[src/rtl/assert_macros.svh]
// Assertion macros used by the top level of the tap tempo period estimator.
`ifndef ASSERT_MACROS_SVH
`define ASSERT_MACROS_SVH

// Checked on every rising edge of clock, ignored while reset is high.
`define TTPE_ASSERT(label, prop, msg) \
   label: assert property (@(posedge clock) disable iff (reset) (prop)) else $error(msg);

// Checked on every rising edge of clock, reset included.
`define TTPE_ASSERT_ALWAYS(label, prop, msg) \
   label: assert property (@(posedge clock) (prop)) else $error(msg);

`endif

[src/rtl/ttpe_pkg.sv]
// Package of the tap tempo period estimator: widths, codes, types.
package ttpe_pkg;

   localparam int TIME_W            = 32;
   localparam int PERIOD_W          = 32;
   localparam int PORTION_W         = 40;
   localparam int FRAC_W            = 8;
   localparam int DF_W              = 6;
   localparam int REP_W             = 6;
   localparam int CSR_IDX_W         = 2;
   localparam int CSR_DATA_W        = 6;

   localparam int TAP_HISTORY_DEPTH = 2;
   localparam int SLOT_W            = $clog2(TAP_HISTORY_DEPTH);
   localparam int FILL_W            = $clog2(TAP_HISTORY_DEPTH + 1);
   localparam int SUM_W             = TIME_W + $clog2(TAP_HISTORY_DEPTH);

   // shared serial divider: two quotient bits a cycle
   localparam int DIV_W             = PORTION_W;
   localparam int DIVISOR_W         = 6;
   localparam int DIV_DIGITS        = DIV_W / 2;
   localparam int DIV_CNT_W         = $clog2(DIV_DIGITS + 1);

   localparam int PROD_W            = PERIOD_W + DF_W - 1;

   localparam logic [PERIOD_W-1:0] MASTER_RESET = PERIOD_W'(120);
   localparam logic [REP_W-1:0]    REP_RESET    = REP_W'(1);
   localparam logic [REP_W-1:0]    REP_MIN      = REP_W'(1);
   localparam logic [REP_W-1:0]    REP_MAX      = REP_W'(32);

   localparam logic [CSR_IDX_W-1:0] CSR_DIVISION_FACTOR  = CSR_IDX_W'(0);
   localparam logic [CSR_IDX_W-1:0] CSR_REPETITION_COUNT = CSR_IDX_W'(1);

   localparam logic ACT_TAP  = 1'b0;
   localparam logic ACT_PING = 1'b1;

   typedef enum logic [2:0] {
      ST_IDLE,
      ST_TRACK,
      ST_MEAN,
      ST_SCALE,
      ST_SCALE_DIV,
      ST_PORTION_START,
      ST_PORTION,
      ST_OUTPUT
   } state_type;

   typedef struct packed {
      logic                 start;
      logic [DIV_W-1:0]     dividend;
      logic [DIVISOR_W-1:0] divisor;
   } div_req_type;

   typedef struct packed {
      logic             done;
      logic [DIV_W-1:0] quotient;
   } div_rsp_type;

   typedef struct packed {
      logic              strobe;
      logic              action;
      logic [TIME_W-1:0] event_time;
   } trk_cmd_type;

   typedef struct packed {
      logic                 accepted;
      logic [DIV_W-1:0]     dividend;
      logic [DIVISOR_W-1:0] divisor;
   } trk_res_type;

endpackage

[src/rtl/ttpe_req_if.sv]
// Event input channel: action and timestamp with valid/ready.
interface ttpe_req_if import ttpe_pkg::*; ();
   logic              valid;
   logic              ready;
   logic              action;
   logic [TIME_W-1:0] event_time;

   modport source (output valid, output action, output event_time, input ready);
   modport sink   (input valid, input action, input event_time, output ready);
endinterface

[src/rtl/ttpe_rsp_if.sv]
// Result channel: acceptance flag and the three period figures with valid/ready.
interface ttpe_rsp_if import ttpe_pkg::*; ();
   logic                 valid;
   logic                 ready;
   logic                 accepted;
   logic [PERIOD_W-1:0]  master_period_out;
   logic [PERIOD_W-1:0]  divided_period;
   logic [PORTION_W-1:0] step_portion;

   modport source (output valid, output accepted, output master_period_out,
                   output divided_period, output step_portion, input ready);
   modport sink   (input valid, input accepted, input master_period_out,
                   input divided_period, input step_portion, output ready);
endinterface

[src/rtl/ttpe_csr_if.sv]
// Register write channel: index and data with valid/ready.
interface ttpe_csr_if import ttpe_pkg::*; ();
   logic                  valid;
   logic                  ready;
   logic [CSR_IDX_W-1:0]  index;
   logic [CSR_DATA_W-1:0] data;

   modport source (output valid, output index, output data, input ready);
   modport sink   (input valid, input index, input data, output ready);
endinterface

[src/rtl/tap_tempo_period_estimator.sv]
// Top level of the tap tempo period estimator: sequencer, settings, result register.
// Each tap or ping event gives one result; a rejected event skips the mean pass. The
// shared divider produces two quotient bits a cycle over a 40-bit dividend and runs
// once for an accepted event's new period, once for a negative division setting and
// once for the step portion. Events are taken one at a time; the next event is taken
// while the previous result still waits in the output register. Register writes may
// come at any time the block is idle and are taken at once. Nothing is taken while
// reset is high.
`include "assert_macros.svh"

module tap_tempo_period_estimator import ttpe_pkg::*; (
   input  logic       clock,
   input  logic       reset,
   ttpe_req_if.sink   req,
   ttpe_rsp_if.source rsp,
   ttpe_csr_if.sink   csr
);

   state_type state_ff, state_in;

   logic [DF_W-1:0]      df_ff, df_in;
   logic [REP_W-1:0]     rep_ff, rep_in;
   logic [PERIOD_W-1:0]  master_ff, master_in;
   logic                 acc_ff, acc_in;
   logic [PERIOD_W-1:0]  divided_ff, divided_in;
   logic [PORTION_W-1:0] portion_ff, portion_in;

   logic                 rsp_valid_ff, rsp_valid_in;
   logic                 rsp_acc_ff;
   logic [PERIOD_W-1:0]  rsp_master_ff;
   logic [PERIOD_W-1:0]  rsp_divided_ff;
   logic [PORTION_W-1:0] rsp_portion_ff;
   logic                 rsp_load;

   trk_cmd_type trk_cmd;
   trk_res_type trk_res;
   div_req_type div_req;
   div_rsp_type div_rsp;

   logic [PROD_W-1:0]    prod;
   logic [DIVISOR_W-1:0] df_mag;
   logic [REP_W-1:0]     reps;

   logic                 div_wait;
   logic                 rsp_stall;

   ttpe_tracker u_tracker (
      .clock   (clock),
      .reset   (reset),
      .trk_cmd (trk_cmd),
      .trk_res (trk_res)
   );

   ttpe_divider u_divider (
      .clock   (clock),
      .reset   (reset),
      .div_req (div_req),
      .div_rsp (div_rsp)
   );

   assign req.ready = (state_ff == ST_IDLE) && !reset;
   assign csr.ready = !reset;

   assign trk_cmd.strobe     = req.valid && req.ready;
   assign trk_cmd.action     = req.action;
   assign trk_cmd.event_time = req.event_time;

   always_comb begin
      df_in  = df_ff;
      rep_in = rep_ff;
      if (csr.valid) begin
         case (csr.index)
            CSR_DIVISION_FACTOR:  df_in  = DF_W'(csr.data);
            CSR_REPETITION_COUNT: rep_in = REP_W'(csr.data);
            default: ;
         endcase
      end
   end

   always_comb begin
      prod   = PROD_W'(master_ff) * PROD_W'(df_ff[DF_W-2:0]);
      df_mag = DIVISOR_W'(-df_ff);
      if (rep_ff < REP_MIN)
         reps = REP_MIN;
      else if (rep_ff > REP_MAX)
         reps = REP_MAX;
      else
         reps = rep_ff;

      state_in         = state_ff;
      master_in        = master_ff;
      acc_in           = acc_ff;
      divided_in       = divided_ff;
      portion_in       = portion_ff;
      div_req.start    = 1'b0;
      div_req.dividend = trk_res.dividend;
      div_req.divisor  = trk_res.divisor;
      rsp_load         = 1'b0;

      case (state_ff)
         ST_IDLE: begin
            if (req.valid)
               state_in = ST_TRACK;
         end
         ST_TRACK: begin
            acc_in = trk_res.accepted;
            if (trk_res.accepted) begin
               div_req.start = 1'b1;
               state_in      = ST_MEAN;
            end else begin
               state_in = ST_SCALE;
            end
         end
         ST_MEAN: begin
            if (div_rsp.done) begin
               // period never drops below one millisecond
               master_in = (div_rsp.quotient[PERIOD_W-1:0] == '0) ? PERIOD_W'(1)
                                                                  : div_rsp.quotient[PERIOD_W-1:0];
               state_in  = ST_SCALE;
            end
         end
         ST_SCALE: begin
            if (df_ff[DF_W-1]) begin
               div_req.start    = 1'b1;
               div_req.dividend = DIV_W'(master_ff);
               div_req.divisor  = df_mag;
               state_in         = ST_SCALE_DIV;
            end else begin
               if (prod[PROD_W-1:PERIOD_W] != '0)
                  divided_in = '1;
               else if (df_ff == '0)
                  divided_in = master_ff;
               else
                  divided_in = prod[PERIOD_W-1:0];
               state_in = ST_PORTION_START;
            end
         end
         ST_SCALE_DIV: begin
            if (div_rsp.done) begin
               divided_in = div_rsp.quotient[PERIOD_W-1:0];
               state_in   = ST_PORTION_START;
            end
         end
         ST_PORTION_START: begin
            div_req.start    = 1'b1;
            div_req.dividend = DIV_W'({divided_ff, FRAC_W'(0)});
            div_req.divisor  = DIVISOR_W'(reps);
            state_in         = ST_PORTION;
         end
         ST_PORTION: begin
            if (div_rsp.done) begin
               portion_in = div_rsp.quotient[PORTION_W-1:0];
               state_in   = ST_OUTPUT;
            end
         end
         ST_OUTPUT: begin
            if (!rsp_valid_ff || rsp.ready) begin
               rsp_load = 1'b1;
               state_in = ST_IDLE;
            end
         end
         default: state_in = ST_IDLE;
      endcase

      rsp_valid_in = rsp_valid_ff && !rsp.ready;
      if (rsp_load)
         rsp_valid_in = 1'b1;
   end

   always_ff @(posedge clock) begin
      if (reset) begin
         state_ff     <= ST_IDLE;
         df_ff        <= '0;
         rep_ff       <= REP_RESET;
         master_ff    <= MASTER_RESET;
         rsp_valid_ff <= 1'b0;
      end else begin
         state_ff     <= state_in;
         df_ff        <= df_in;
         rep_ff       <= rep_in;
         master_ff    <= master_in;
         rsp_valid_ff <= rsp_valid_in;
      end
   end

   always_ff @(posedge clock) begin
      acc_ff     <= acc_in;
      divided_ff <= divided_in;
      portion_ff <= portion_in;
      if (rsp_load) begin
         rsp_acc_ff     <= acc_ff;
         rsp_master_ff  <= master_ff;
         rsp_divided_ff <= divided_ff;
         rsp_portion_ff <= portion_ff;
      end
   end

   assign rsp.valid             = rsp_valid_ff;
   assign rsp.accepted          = rsp_acc_ff;
   assign rsp.master_period_out = rsp_master_ff;
   assign rsp.divided_period    = rsp_divided_ff;
   assign rsp.step_portion      = rsp_portion_ff;

   assign div_wait  = (state_ff == ST_MEAN) || (state_ff == ST_SCALE_DIV) ||
                      (state_ff == ST_PORTION);
   assign rsp_stall = rsp.valid && !rsp.ready;

   `TTPE_ASSERT(a_master_nonzero, master_ff != '0, "master period fell to zero")
   `TTPE_ASSERT(a_div_done_expected, div_rsp.done |-> div_wait, "divider done while not waiting")
   `TTPE_ASSERT(a_rsp_from_output, $rose(rsp.valid) |-> ($past(state_ff) == ST_OUTPUT), "bad raise")
   `TTPE_ASSERT(a_no_overwrite, rsp_stall |-> !rsp_load, "pending result overwritten")

endmodule

[src/rtl/ttpe_divider.sv]
// Serial restoring divider, two quotient bits a cycle, narrow divisor.
module ttpe_divider import ttpe_pkg::*; (
   input  logic        clock,
   input  logic        reset,
   input  div_req_type div_req,
   output div_rsp_type div_rsp
);

   logic [DIV_W-1:0]     work_ff, work_in;
   logic [DIVISOR_W-1:0] rem_ff, rem_in;
   logic [DIVISOR_W-1:0] dsr_ff, dsr_in;
   logic [DIV_CNT_W-1:0] cnt_ff, cnt_in;
   logic                 done_ff, done_in;

   logic [DIVISOR_W:0]   t1, t2;
   logic                 ge1, ge2;
   logic [DIVISOR_W-1:0] r1, r2;

   // remainder stays below the divisor, so it fits the divisor width
   always_comb begin
      t1  = {rem_ff, work_ff[DIV_W-1]};
      ge1 = t1 >= {1'b0, dsr_ff};
      r1  = ge1 ? DIVISOR_W'(t1 - {1'b0, dsr_ff}) : t1[DIVISOR_W-1:0];
      t2  = {r1, work_ff[DIV_W-2]};
      ge2 = t2 >= {1'b0, dsr_ff};
      r2  = ge2 ? DIVISOR_W'(t2 - {1'b0, dsr_ff}) : t2[DIVISOR_W-1:0];

      work_in = work_ff;
      rem_in  = rem_ff;
      dsr_in  = dsr_ff;
      cnt_in  = cnt_ff;
      done_in = 1'b0;
      if (div_req.start) begin
         work_in = div_req.dividend;
         rem_in  = '0;
         dsr_in  = div_req.divisor;
         cnt_in  = DIV_CNT_W'(DIV_DIGITS);
      end else if (cnt_ff != '0) begin
         work_in = {work_ff[DIV_W-3:0], ge1, ge2};
         rem_in  = r2;
         cnt_in  = cnt_ff - DIV_CNT_W'(1);
         done_in = (cnt_ff == DIV_CNT_W'(1));
      end
   end

   always_ff @(posedge clock) begin
      if (reset) begin
         cnt_ff  <= '0;
         done_ff <= 1'b0;
      end else begin
         cnt_ff  <= cnt_in;
         done_ff <= done_in;
      end
   end

   always_ff @(posedge clock) begin
      work_ff <= work_in;
      rem_ff  <= rem_in;
      dsr_ff  <= dsr_in;
   end

   assign div_rsp.done     = done_ff;
   assign div_rsp.quotient = work_ff;

endmodule

[src/rtl/ttpe_tracker.sv]
// Per-source interval tracking, outlier test and tap history with running sum.
module ttpe_tracker import ttpe_pkg::*; (
   input  logic        clock,
   input  logic        reset,
   input  trk_cmd_type trk_cmd,
   output trk_res_type trk_res
);

   logic [TIME_W-1:0] last_tap_ff, last_tap_in;
   logic [TIME_W-1:0] tap_int_ff, tap_int_in;
   logic [TIME_W-1:0] last_ping_ff, last_ping_in;
   logic [TIME_W-1:0] ping_int_ff, ping_int_in;
   logic [TIME_W-1:0] hist_ff [TAP_HISTORY_DEPTH];
   logic [SLOT_W-1:0] slot_ff, slot_in;
   logic [FILL_W-1:0] fill_ff, fill_in;
   logic [SUM_W-1:0]  sum_ff, sum_in;
   logic              hist_we;

   logic                 acc_ff, acc_in;
   logic [DIV_W-1:0]     dvd_ff, dvd_in;
   logic [DIVISOR_W-1:0] dsr_ff, dsr_in;

   logic [TIME_W-1:0] dur, stored, last;
   logic              outlier, full;
   logic [FILL_W-1:0] fill_next;
   logic [SLOT_W-1:0] slot_next;
   logic [SUM_W-1:0]  sum_next;

   always_comb begin
      if (trk_cmd.action == ACT_PING) begin
         stored = ping_int_ff;
         last   = last_ping_ff;
      end else begin
         stored = tap_int_ff;
         last   = last_tap_ff;
      end
      dur = trk_cmd.event_time - last;
      // no previous event: both stored interval and last time are zero
      if (stored != '0)
         outlier = ({1'b0, dur} > {stored, 1'b0}) || (dur < (stored >> 1));
      else
         outlier = (last == '0);

      full      = (fill_ff == FILL_W'(TAP_HISTORY_DEPTH));
      fill_next = full ? fill_ff : fill_ff + FILL_W'(1);
      slot_next = (slot_ff == SLOT_W'(TAP_HISTORY_DEPTH - 1)) ? '0 : slot_ff + SLOT_W'(1);
      // sum covers exactly the filled entries; a full ring drops the overwritten one
      sum_next  = sum_ff + SUM_W'(dur) - (full ? SUM_W'(hist_ff[slot_ff]) : '0);

      last_tap_in  = last_tap_ff;
      tap_int_in   = tap_int_ff;
      last_ping_in = last_ping_ff;
      ping_int_in  = ping_int_ff;
      slot_in      = slot_ff;
      fill_in      = fill_ff;
      sum_in       = sum_ff;
      hist_we      = 1'b0;
      acc_in       = acc_ff;
      dvd_in       = dvd_ff;
      dsr_in       = dsr_ff;

      if (trk_cmd.strobe) begin
         acc_in = !outlier;
         if (trk_cmd.action == ACT_PING) begin
            last_ping_in = trk_cmd.event_time;
            ping_int_in  = outlier ? '0 : dur;
            dvd_in       = DIV_W'(dur);
            dsr_in       = DIVISOR_W'(1);
         end else begin
            last_tap_in = trk_cmd.event_time;
            if (outlier) begin
               tap_int_in = '0;
               slot_in    = '0;
               fill_in    = '0;
               sum_in     = '0;
            end else begin
               tap_int_in = dur;
               hist_we    = 1'b1;
               slot_in    = slot_next;
               fill_in    = fill_next;
               sum_in     = sum_next;
            end
            dvd_in = DIV_W'(sum_next);
            dsr_in = DIVISOR_W'(fill_next);
         end
      end
   end

   always_ff @(posedge clock) begin
      if (reset) begin
         last_tap_ff  <= '0;
         tap_int_ff   <= '0;
         last_ping_ff <= '0;
         ping_int_ff  <= '0;
         slot_ff      <= '0;
         fill_ff      <= '0;
         sum_ff       <= '0;
         acc_ff       <= 1'b0;
      end else begin
         last_tap_ff  <= last_tap_in;
         tap_int_ff   <= tap_int_in;
         last_ping_ff <= last_ping_in;
         ping_int_ff  <= ping_int_in;
         slot_ff      <= slot_in;
         fill_ff      <= fill_in;
         sum_ff       <= sum_in;
         acc_ff       <= acc_in;
      end
   end

   // history entries are only read once written since the last clear
   always_ff @(posedge clock) begin
      if (hist_we)
         hist_ff[slot_ff] <= dur;
      dvd_ff <= dvd_in;
      dsr_ff <= dsr_in;
   end

   assign trk_res.accepted = acc_ff;
   assign trk_res.dividend = dvd_ff;
   assign trk_res.divisor  = dsr_ff;

endmodule
[src/flat_wrapper.sv]
// flat-port wrapper written by rule: the top's interface ports become plain ports
module tap_tempo_period_estimator_flat import ttpe_pkg::*;
  (clock, reset, req_valid, req_action, req_event_time, req_ready, rsp_valid, rsp_accepted, rsp_master_period_out, rsp_divided_period, rsp_step_portion, rsp_ready, csr_valid, csr_index, csr_data, csr_ready);
  ttpe_req_if req_i ();
  ttpe_rsp_if rsp_i ();
  ttpe_csr_if csr_i ();
  input  logic clock;
  input  logic reset;
  input wire logic [$bits(req_i.valid)-1:0] req_valid;
  input wire logic [$bits(req_i.action)-1:0] req_action;
  input wire logic [$bits(req_i.event_time)-1:0] req_event_time;
  output wire logic [$bits(req_i.ready)-1:0] req_ready;
  output wire logic [$bits(rsp_i.valid)-1:0] rsp_valid;
  output wire logic [$bits(rsp_i.accepted)-1:0] rsp_accepted;
  output wire logic [$bits(rsp_i.master_period_out)-1:0] rsp_master_period_out;
  output wire logic [$bits(rsp_i.divided_period)-1:0] rsp_divided_period;
  output wire logic [$bits(rsp_i.step_portion)-1:0] rsp_step_portion;
  input wire logic [$bits(rsp_i.ready)-1:0] rsp_ready;
  input wire logic [$bits(csr_i.valid)-1:0] csr_valid;
  input wire logic [$bits(csr_i.index)-1:0] csr_index;
  input wire logic [$bits(csr_i.data)-1:0] csr_data;
  output wire logic [$bits(csr_i.ready)-1:0] csr_ready;
  assign req_i.valid = req_valid;
  assign req_i.action = req_action;
  assign req_i.event_time = req_event_time;
  assign req_ready = req_i.ready;
  assign rsp_valid = rsp_i.valid;
  assign rsp_accepted = rsp_i.accepted;
  assign rsp_master_period_out = rsp_i.master_period_out;
  assign rsp_divided_period = rsp_i.divided_period;
  assign rsp_step_portion = rsp_i.step_portion;
  assign rsp_i.ready = rsp_ready;
  assign csr_i.valid = csr_valid;
  assign csr_i.index = csr_index;
  assign csr_i.data = csr_data;
  assign csr_ready = csr_i.ready;
  tap_tempo_period_estimator u_core (.clock(clock), .reset(reset), .req(req_i), .rsp(rsp_i), .csr(csr_i));
endmodule
[config.mk]
export PLATFORM = sky130hd
export DESIGN_NAME = tap_tempo_period_estimator_flat
export DESIGN_NICKNAME = d
export VERILOG_FILES = /design/src/rtl/ttpe_pkg.sv /design/src/rtl/ttpe_req_if.sv /design/src/rtl/ttpe_rsp_if.sv /design/src/rtl/ttpe_csr_if.sv /design/src/rtl/tap_tempo_period_estimator.sv /design/src/rtl/ttpe_divider.sv /design/src/rtl/ttpe_tracker.sv /design/src/flat_wrapper.sv
export VERILOG_INCLUDE_DIRS = /design/src /design/src/rtl
export SDC_FILE = /design/constraint.sdc
export NUM_CORES = 1
export LEC_CHECK = 0
export ABC_AREA = 1
export ABC_CLOCK_PERIOD_IN_PS = 10300
export BUFFER_PORTS_ARGS = -buffer_cell sky130_fd_sc_hd__buf_2
export CAP_MARGIN = 0
export CORE_ASPECT_RATIO = 1.4
export CORE_MARGIN = 2
export CORE_UTILIZATION = 50
export DETAILED_ROUTE_END_ITERATION = 6
export PLACE_DENSITY_LB_ADDON = 0.05
export RECOVER_POWER = 100
export SETUP_SLACK_MARGIN = 0.4
export SYNTH_ARGS = -nofsm -noshare
export SYNTH_HDL_FRONTEND = slang
export SYNTH_HIERARCHICAL = 1
export SYNTH_SLANG_ARGS = --single-unit
[constraint.sdc]
create_clock -name clock -period 10.3 [get_ports clock]
set_clock_uncertainty 0.15 [all_clocks]
set_input_delay 3.09 -clock clock [delete_from_list [all_inputs] [get_ports clock]]
set_output_delay 3.09 -clock clock [all_outputs]
set_load 0.01 [all_outputs]
==> flow_summary.toml, run 1 <==
[critical_path]
worstSetupPathType = "in -> reg"
worst_path_max_delay_cell = "clkbuf_1"
timing.critical_path.mode_cell = "nand2_1"
start_kind = "input pin"
cpPeakStageDelay_ns = 0.83
critPathMaxFanout = 17
arrival_ns = 9.34
worstPathRequired_ns = 10.69
reg2reg_slack_ns = 3.33
worst_setup_path_end_kind = "register"

[floorplanning]
die_w_microns = 226
fp.dieH_microns = 315
design.portCount = 154
core-area_sq_um = 68800
dieArea_sq_um = 71400
initial_utilization_pct = 50.4
num_rows = 114

[route]
dr.pass1.iters = 6
wl_microns = 103000
wl_per_cell_microns = 19.8
post-route-drc-count = 0
via_count = 27820
ant_nets = 0
routed_via_density = 5.32
drt_iter0_drc = 1863

[timing]
worstMarginPinSlew_ns = 3.64
period_share_pct = 86.9
hold_ws_ns = 0.268
min_period_ns = 8.95
max_freq_mhz = 112
rsz0062_at_grt = "false"
setup_tns_ns = 0
fin_ws_ns = 1.35
drv_slew = 564
slew_headroom_pct = -142
setup_violations = 0
finalHoldViolCount = 0

[placement]
dp_cells = 5127
pre_cts_ws_ns = 1.41
io_buffers = 153
place_area_sq_um = 36100
dpl.hpwl_microns = 78000
gp_congestion = 0.940

[global_routing]
antenna_found_initial = 0
grt_overflow_total = 0
grt_pass1_vias = 27441
grt_max_degree = 133
grt_usage_pct = 29.2
grt_pass1_wl_microns = 159000

[yosys]
synth.top_cell.area_share_pct = 28.0
synthesis.area_sq_um = 34600
synthFlopType = "edfxtp_1"
synth_area_leader_cell = "edfxtp_1"
synth.most_common_cell = "nand2_1"
synth-edff-count = 323
ys_types = 68
synthTopCellsByCount = "nand2_1, inv_1, nor2_1, edfxtp_1, a21oi_1"
async_reset_ff_share_pct = 0
synth-warning-count = 6
synth_cells = 4172
ys_ff_latch = 549
seq_area_frac_synth_pct = 41.1
syn_area_per_cell_sq_um = 8.30
synthTopCellsByArea = "edfxtp_1, dfxtp_1, nand2_1"

[run_status]
status = "finished, violations left"
failed_checks = "max-capacitance violations, max-slew violations"

[clock_tree]
hold_buffers = 0
numCtsBuffers = 53
tritoncts = "built"
clkTransAtPathRegs_ns = 0.06
cts_buffer_depth = 3
clkSinkCount = 549
clk_latency_ns = 0.62
cts_setup_buffers = 0
ctsResizeCount = 0
htree_levels = 2
root_buffer = "clkbuf_16"

[pwr]
cellPowerDensity_nw_per_um2 = 222
vdd_drop_max_mv = 0.142
static-leakage-power_nw = 17.4

[final_layout]
fin_nets = 4611
drive_above_1_share_pct = 5.54
final_cell_area_sq_um = 37400
area_delta_synth_final_pct = 7.82
fin_cells = 5228

[run]
cap_violations = 12

[worst_hold_path]
hp-class = "reg -> reg"
==> power by group <==
| group | leakage [nW] | internal, W | switching, W |
|---|---|---|---|
| clock network | 0.869 | 0.00113 | 0.000867 |
| logic | 11.8 | 0.00106 | 0.00225 |
| registers | 4.81 | 0.00276 | 0.000225 |
| total | 17.4 | 0.00496 | 0.00335 |
==> layout by cell type, fill, tap and decap left out, types with 53 or more instances in the layout <==
cell type,instances
a21oi_1,299
nand3_1,176
mux2i_1,56
clkbuf_16,53
nor2_1,332
clkbuf_1,152
nand2_1,991
ha_1,186
dfxtp_1,225
o21ai_0,287
inv_1,621
edfxtp_1,323
fa_1,125
nand4_1,53
==> flip-flops by register name, indices dropped and copies added, names as in the netlist, 33 cells and up, named ones only <==
| name | flops |
|---|---|
| u_core/rsp.step_portion | 40 |
| u_core/u_tracker/sum_ff | 33 |
| u_core/portion_ff | 40 |
| u_core/u_divider/work_ff | 40 |
| u_core/u_tracker/hist_ff | 64 |
| u_core/u_tracker/dvd_ff | 33 |
==> final timing paths <==
path	start	endpoint	cells after the start
hold reg to reg	u_core/portion_ff[32]$_DFFE_PP_	u_core/rsp.step_portion[32]$_DFFE_PP_	0
setup / recovery	req_action	u_core/u_tracker/sum_ff[31]$_SDFFE_PP0P_	27
hold / removal	u_core/portion_ff[32]$_DFFE_PP_	u_core/rsp.step_portion[32]$_DFFE_PP_	0
setup reg to reg	u_core/df_ff[3]$_SDFFE_PP0P_	u_core/divided_ff[28]$_DFFE_PP_	19
==> through the flow <==
stage | util, % | total power [W]
global route | 54.3 | 0.00885
global placement | 52.5 | 0.00638
finish | 54.3 | 0.00830
detailed placement | 52.5 | 0.00638
floorplan | - | 0.00541
CTS | 55.1 | 0.00840
==> critical path: cells and delay by family <==
family,cells,cell delay (ns)
AO/OA/AOI/OAI,8,1.71
XOR/XNOR,2,0.37
adder cells (fa/ha/maj),3,1.20
buffers and inverters,4,1.50
AND/OR/NAND/NOR,10,1.45
==> cell type report <==
| type | count | area (sq um) |
|---|---|---|
| diodes | 2 | 5.00 |
| clock buffers | 68 | 1420 |
| clock inverters | 31 | 354 |
| fillers | 6822 | 31400 |
| inverters | 634 | 2380 |
| multi-input cells | 2808 | 16900 |
| flip-flops and latches | 549 | 14200 |
| well taps | 928 | 1160 |
| repair buffers | 208 | 916 |
==> logic make-up (layout without fill, tap and decap cells) <==
kind of cell    after synthesis  in the layout  synth area share (%)
flops                       549            549                  41.1
simple gates               1671           1671                  21.0
xor+xnor                     79             79                  2.05
mux                          56             56                  1.62
other cells                   1             13                0.0108
fa+ha+maj                   311            311                  13.9
buf+inv                     825            941                  9.69
compound gates              680            680                  10.7
==> routing by layer <==
layer | up-vias | track usage [%] | part of all wire [%]
met1 | 13180 | 32.5 | 37
met4 | 0 | 15.4 | 6.0
li1 | 13663 | - | -
met5 | - | 0 | 0
met2 | 738 | 54.8 | 52
met3 | 239 | 2.74 | 4.1
Note: power is estimated with default switching activity, not from simulation.
==> run 2, diff against run 1 <==
--- a/config.mk
+++ b/config.mk
@@ -6,7 +6,6 @@
 export SDC_FILE = /design/constraint.sdc
 export NUM_CORES = 1
 export LEC_CHECK = 0
-export ABC_AREA = 1
 export ABC_CLOCK_PERIOD_IN_PS = 10300
 export BUFFER_PORTS_ARGS = -buffer_cell sky130_fd_sc_hd__buf_2
 export CAP_MARGIN = 0
==> run 2 against run 1 <==
Net effect:
- the flow still finishes with violations (max-capacitance violations, max-slew violations)
- sequential power fell by 3%
- non-clock buffer count rose by 9
- synthesized cell count fell by 24%
- count of clock-buffer cells in the layout fell by 2
- register-to-register slack got worse by 1.7 ns
- critical path depth fell by 4
- cell count fell by 20%
- final area fell by 4.5%
- utilization rose by 1.2 points
- power fell by 17%
- worst setup slack got worse by 0.59 ns
==> flow_summary.toml, run 2 <==
[run_status]
failed_checks = "max-capacitance violations, max-slew violations"
status = "finished, violations left"

[timing]
finalHoldViolCount = 0
setup_violations = 0
rsz0062_at_grt = "false"
worstMarginPinSlew_ns = 3.67
min_period_ns = 9.54
max_freq_mhz = 105
slew_headroom_pct = -145
setup_tns_ns = 0
drv_slew = 531
period_share_pct = 92.7

[route]
post-route-drc-count = 0
routed_via_density = 5.99
drt_iter0_drc = 1836
ant_nets = 0
dr.pass1.iters = 7
wl_per_cell_microns = 23.7
via_count = 25020
wl_microns = 98800

[pwr]
power.share.switching_pct = 34.5
combPwrFrac_pct = 28.4
share_seq_of_total_power_pct = 41.9
p_switching_w = 0.00238
vdd_drop_max_mv = 0.141
internal_power_w = 0.00452
pwr-share-clk_pct = 29.7
cellPowerDensity_nw_per_um2 = 193
static-leakage-power_nw = 14.0

[clock_tree]
htree_levels = 2
ctsResizeCount = 0
numCtsBuffers = 55
root_buffer = "clkbuf_16"
hold_buffers = 0
clk_latency_ns = 0.67
clkTransAtPathRegs_ns = 0.07
clkSinkCount = 549
cts_setup_buffers = 0
tritoncts = "built"
cts_buffer_depth = 3

[yosys]
synth-edff-count = 323
ys_types = 95
synth_cells = 3163
synth_compound_area_share_pct = 14.6
synth-warning-count = 6
synthXorXnorAreaFrac_pct = 2.32
synth_top_family_by_area = "adder cells"
synth.most_common_cell = "nand2_1"
synthSimpleGateAreaFrac_pct = 14.2
synthTopCellsByCount = "nand2_1, edfxtp_1, dfxtp_1, inv_1, a21oi_1"
seq_area_frac_synth_pct = 43.8
synthAdderAreaFrac_pct = 14.9
synthTopCellsByArea = "edfxtp_1, dfxtp_1, fa_1"
synth_area_leader_cell = "edfxtp_1"
ys_ff_latch = 549
synthesis.area_sq_um = 32500
synth_mux_area_share_pct = 5.40
syn_area_per_cell_sq_um = 10.3
synthFlopType = "edfxtp_1"
async_reset_ff_share_pct = 0
synth.top_cell.area_share_pct = 29.9

[floorplanning]
die_w_microns = 219
initial_utilization_pct = 50.5
core-area_sq_um = 64300
fp.dieH_microns = 305
design.portCount = 154
num_rows = 110
dieArea_sq_um = 67000

[global_routing]
grt_pass1_vias = 25361
grt_overflow_total = 0
antenna_found_initial = 3
grt_usage_pct = 29.6
grt_pass1_wl_microns = 150000
grt_max_degree = 70

[placement]
dp_cells = 4071
dpl.hpwl_microns = 72900
io_buffers = 153
gp_congestion = 0.944

[critical_path]
critPathMaxFanout = 26
startpoint = "req_action"
rr_startpoint = "u_core/df_ff[4]$_SDFFE_PP0P_"
worstPathCellList = "buf_4 -> mux2_1 -> ha_1 -> fa_1 -> nand2b_1 -> a21oi_1 -> o2111ai_1 -> nand2_1 -> a31oi_1 -> o21bai_1 -> and4_1 -> o31a_1 -> xor2_1 -> ha_1 -> nand4_1 -> or2_2 -> nor3_1 -> a21oi_1 -> maj3_1 -> o211a_1 -> nor4_4 -> clkbuf_1 -> a32o_2"
worstPathRequired_ns = 10.73
start_kind = "input pin"
worstSetupPathType = "in -> reg"
worst_path_max_delay_cell = "clkbuf_1"
critPathTopFamily = "compound AO/OA/AOI/OAI gates"
cp_num_buf_inv = 2
arrival_ns = 9.97
cpPeakStageDelay_ns = 0.92
worst_setup_path_end_kind = "register"

[worst_hold_path]
hp-class = "reg -> reg"
hp-start = "u_core/portion_ff[38]$_DFFE_PP_"

[final_layout]
area_delta_synth_final_pct = 9.96
fin_cells = 4176
fill_cells = 5811
regMostFlops = "u_core/u_tracker/hist_ff"
mostFrequentLayoutCells = "nand2_1, edfxtp_1, a21oi_1, dfxtp_1, inv_1"
fin_nets = 3645
layout_commonest_cell = "nand2_1"
drive_above_1_share_pct = 8.31
largest_reg_flops = 64

[run]
cap_violations = 13
## run 2: cell types whose count changed after synthesis, sizes merged, moves of 74 or more
cell	previous run	this run
a21oi	304	230
and2	3	137
inv	627	223
mux2	0	81
nand2	1018	426
nand3	197	30
nor2	346	150
o21ai	290	144
## run 2: through the flow
step                power, W  utilization, %  hold slack [ns]  cell area, sq um  setup WS (ns)
floorplan            0.00422               -            0.250             32500          0.469
global placement     0.00483            53.2            0.253             34200          0.579
detailed placement   0.00487            53.2            0.255             34200          0.470
CTS                  0.00693            56.1            0.265             36000           1.14
global route         0.00722            55.5            0.272             35700          0.464
finish               0.00689            55.5            0.265             35700          0.756
## run 2: layout make-up
cell class                      instances  area (sq um)  share of cell area, %
Multi-Input combinational cell       2242         16700                   46.9
Sequential cell                       549         14200                   39.9
Antenna cell                            2          5.00                 0.0140
Timing Repair Buffer                  217           998                   2.80
Tap cell                              840          1050                   2.95
Clock inverter                         37           354                  0.992
Clock buffer                           66          1470                   4.11
Inverter                              223           837                   2.35
## run 2: worst paths after layout
path,end,slack (ns),depth (start not counted)
worst max register to register,u_core/divided_ff[23]$_DFFE_PP_,1.65,18
worst min register to register,u_core/rsp.step_portion[38]$_DFFE_PP_,0.27,0
worst min-delay path,u_core/rsp.step_portion[38]$_DFFE_PP_,0.27,0
worst max-delay path,u_core/u_tracker/sum_ff[22]$_SDFFE_PP0P_,0.76,23
## run 2: kinds of logic after synthesis
group | Yosys count
AOI/OAI and AO/OA | 710
buffers and inverters | 382
DFF | 549
adders and majority gates | 312
other | 1
xor gates and xnor gates | 86
muxes | 165
and+or+nand+nor | 958
## run 2: power groups by stage
stage	combinational (W)	clock [W]	sequential, W
after floorplan	0.00143	0	0.00279
after detailed placement	0.00195	0	0.00292
after CTS	0.00197	0.00208	0.00287
final	0.00195	0.00205	0.00289
after global placement	0.00191	0	0.00291
after global routing	0.00215	0.00216	0.00291
## run 2: metal layers
| metal | GRT usage (%) | vias up | part of all wire [%] |
|---|---|---|---|
| met3 | 3.23 | 280 | 4.4 |
| met5 | 0 | - | 0 |
| met2 | 53.3 | 848 | 52 |
| met4 | 18.3 | 0 | 7.1 |
| li1 | - | 11490 | - |
| met1 | 33.2 | 12402 | 37 |
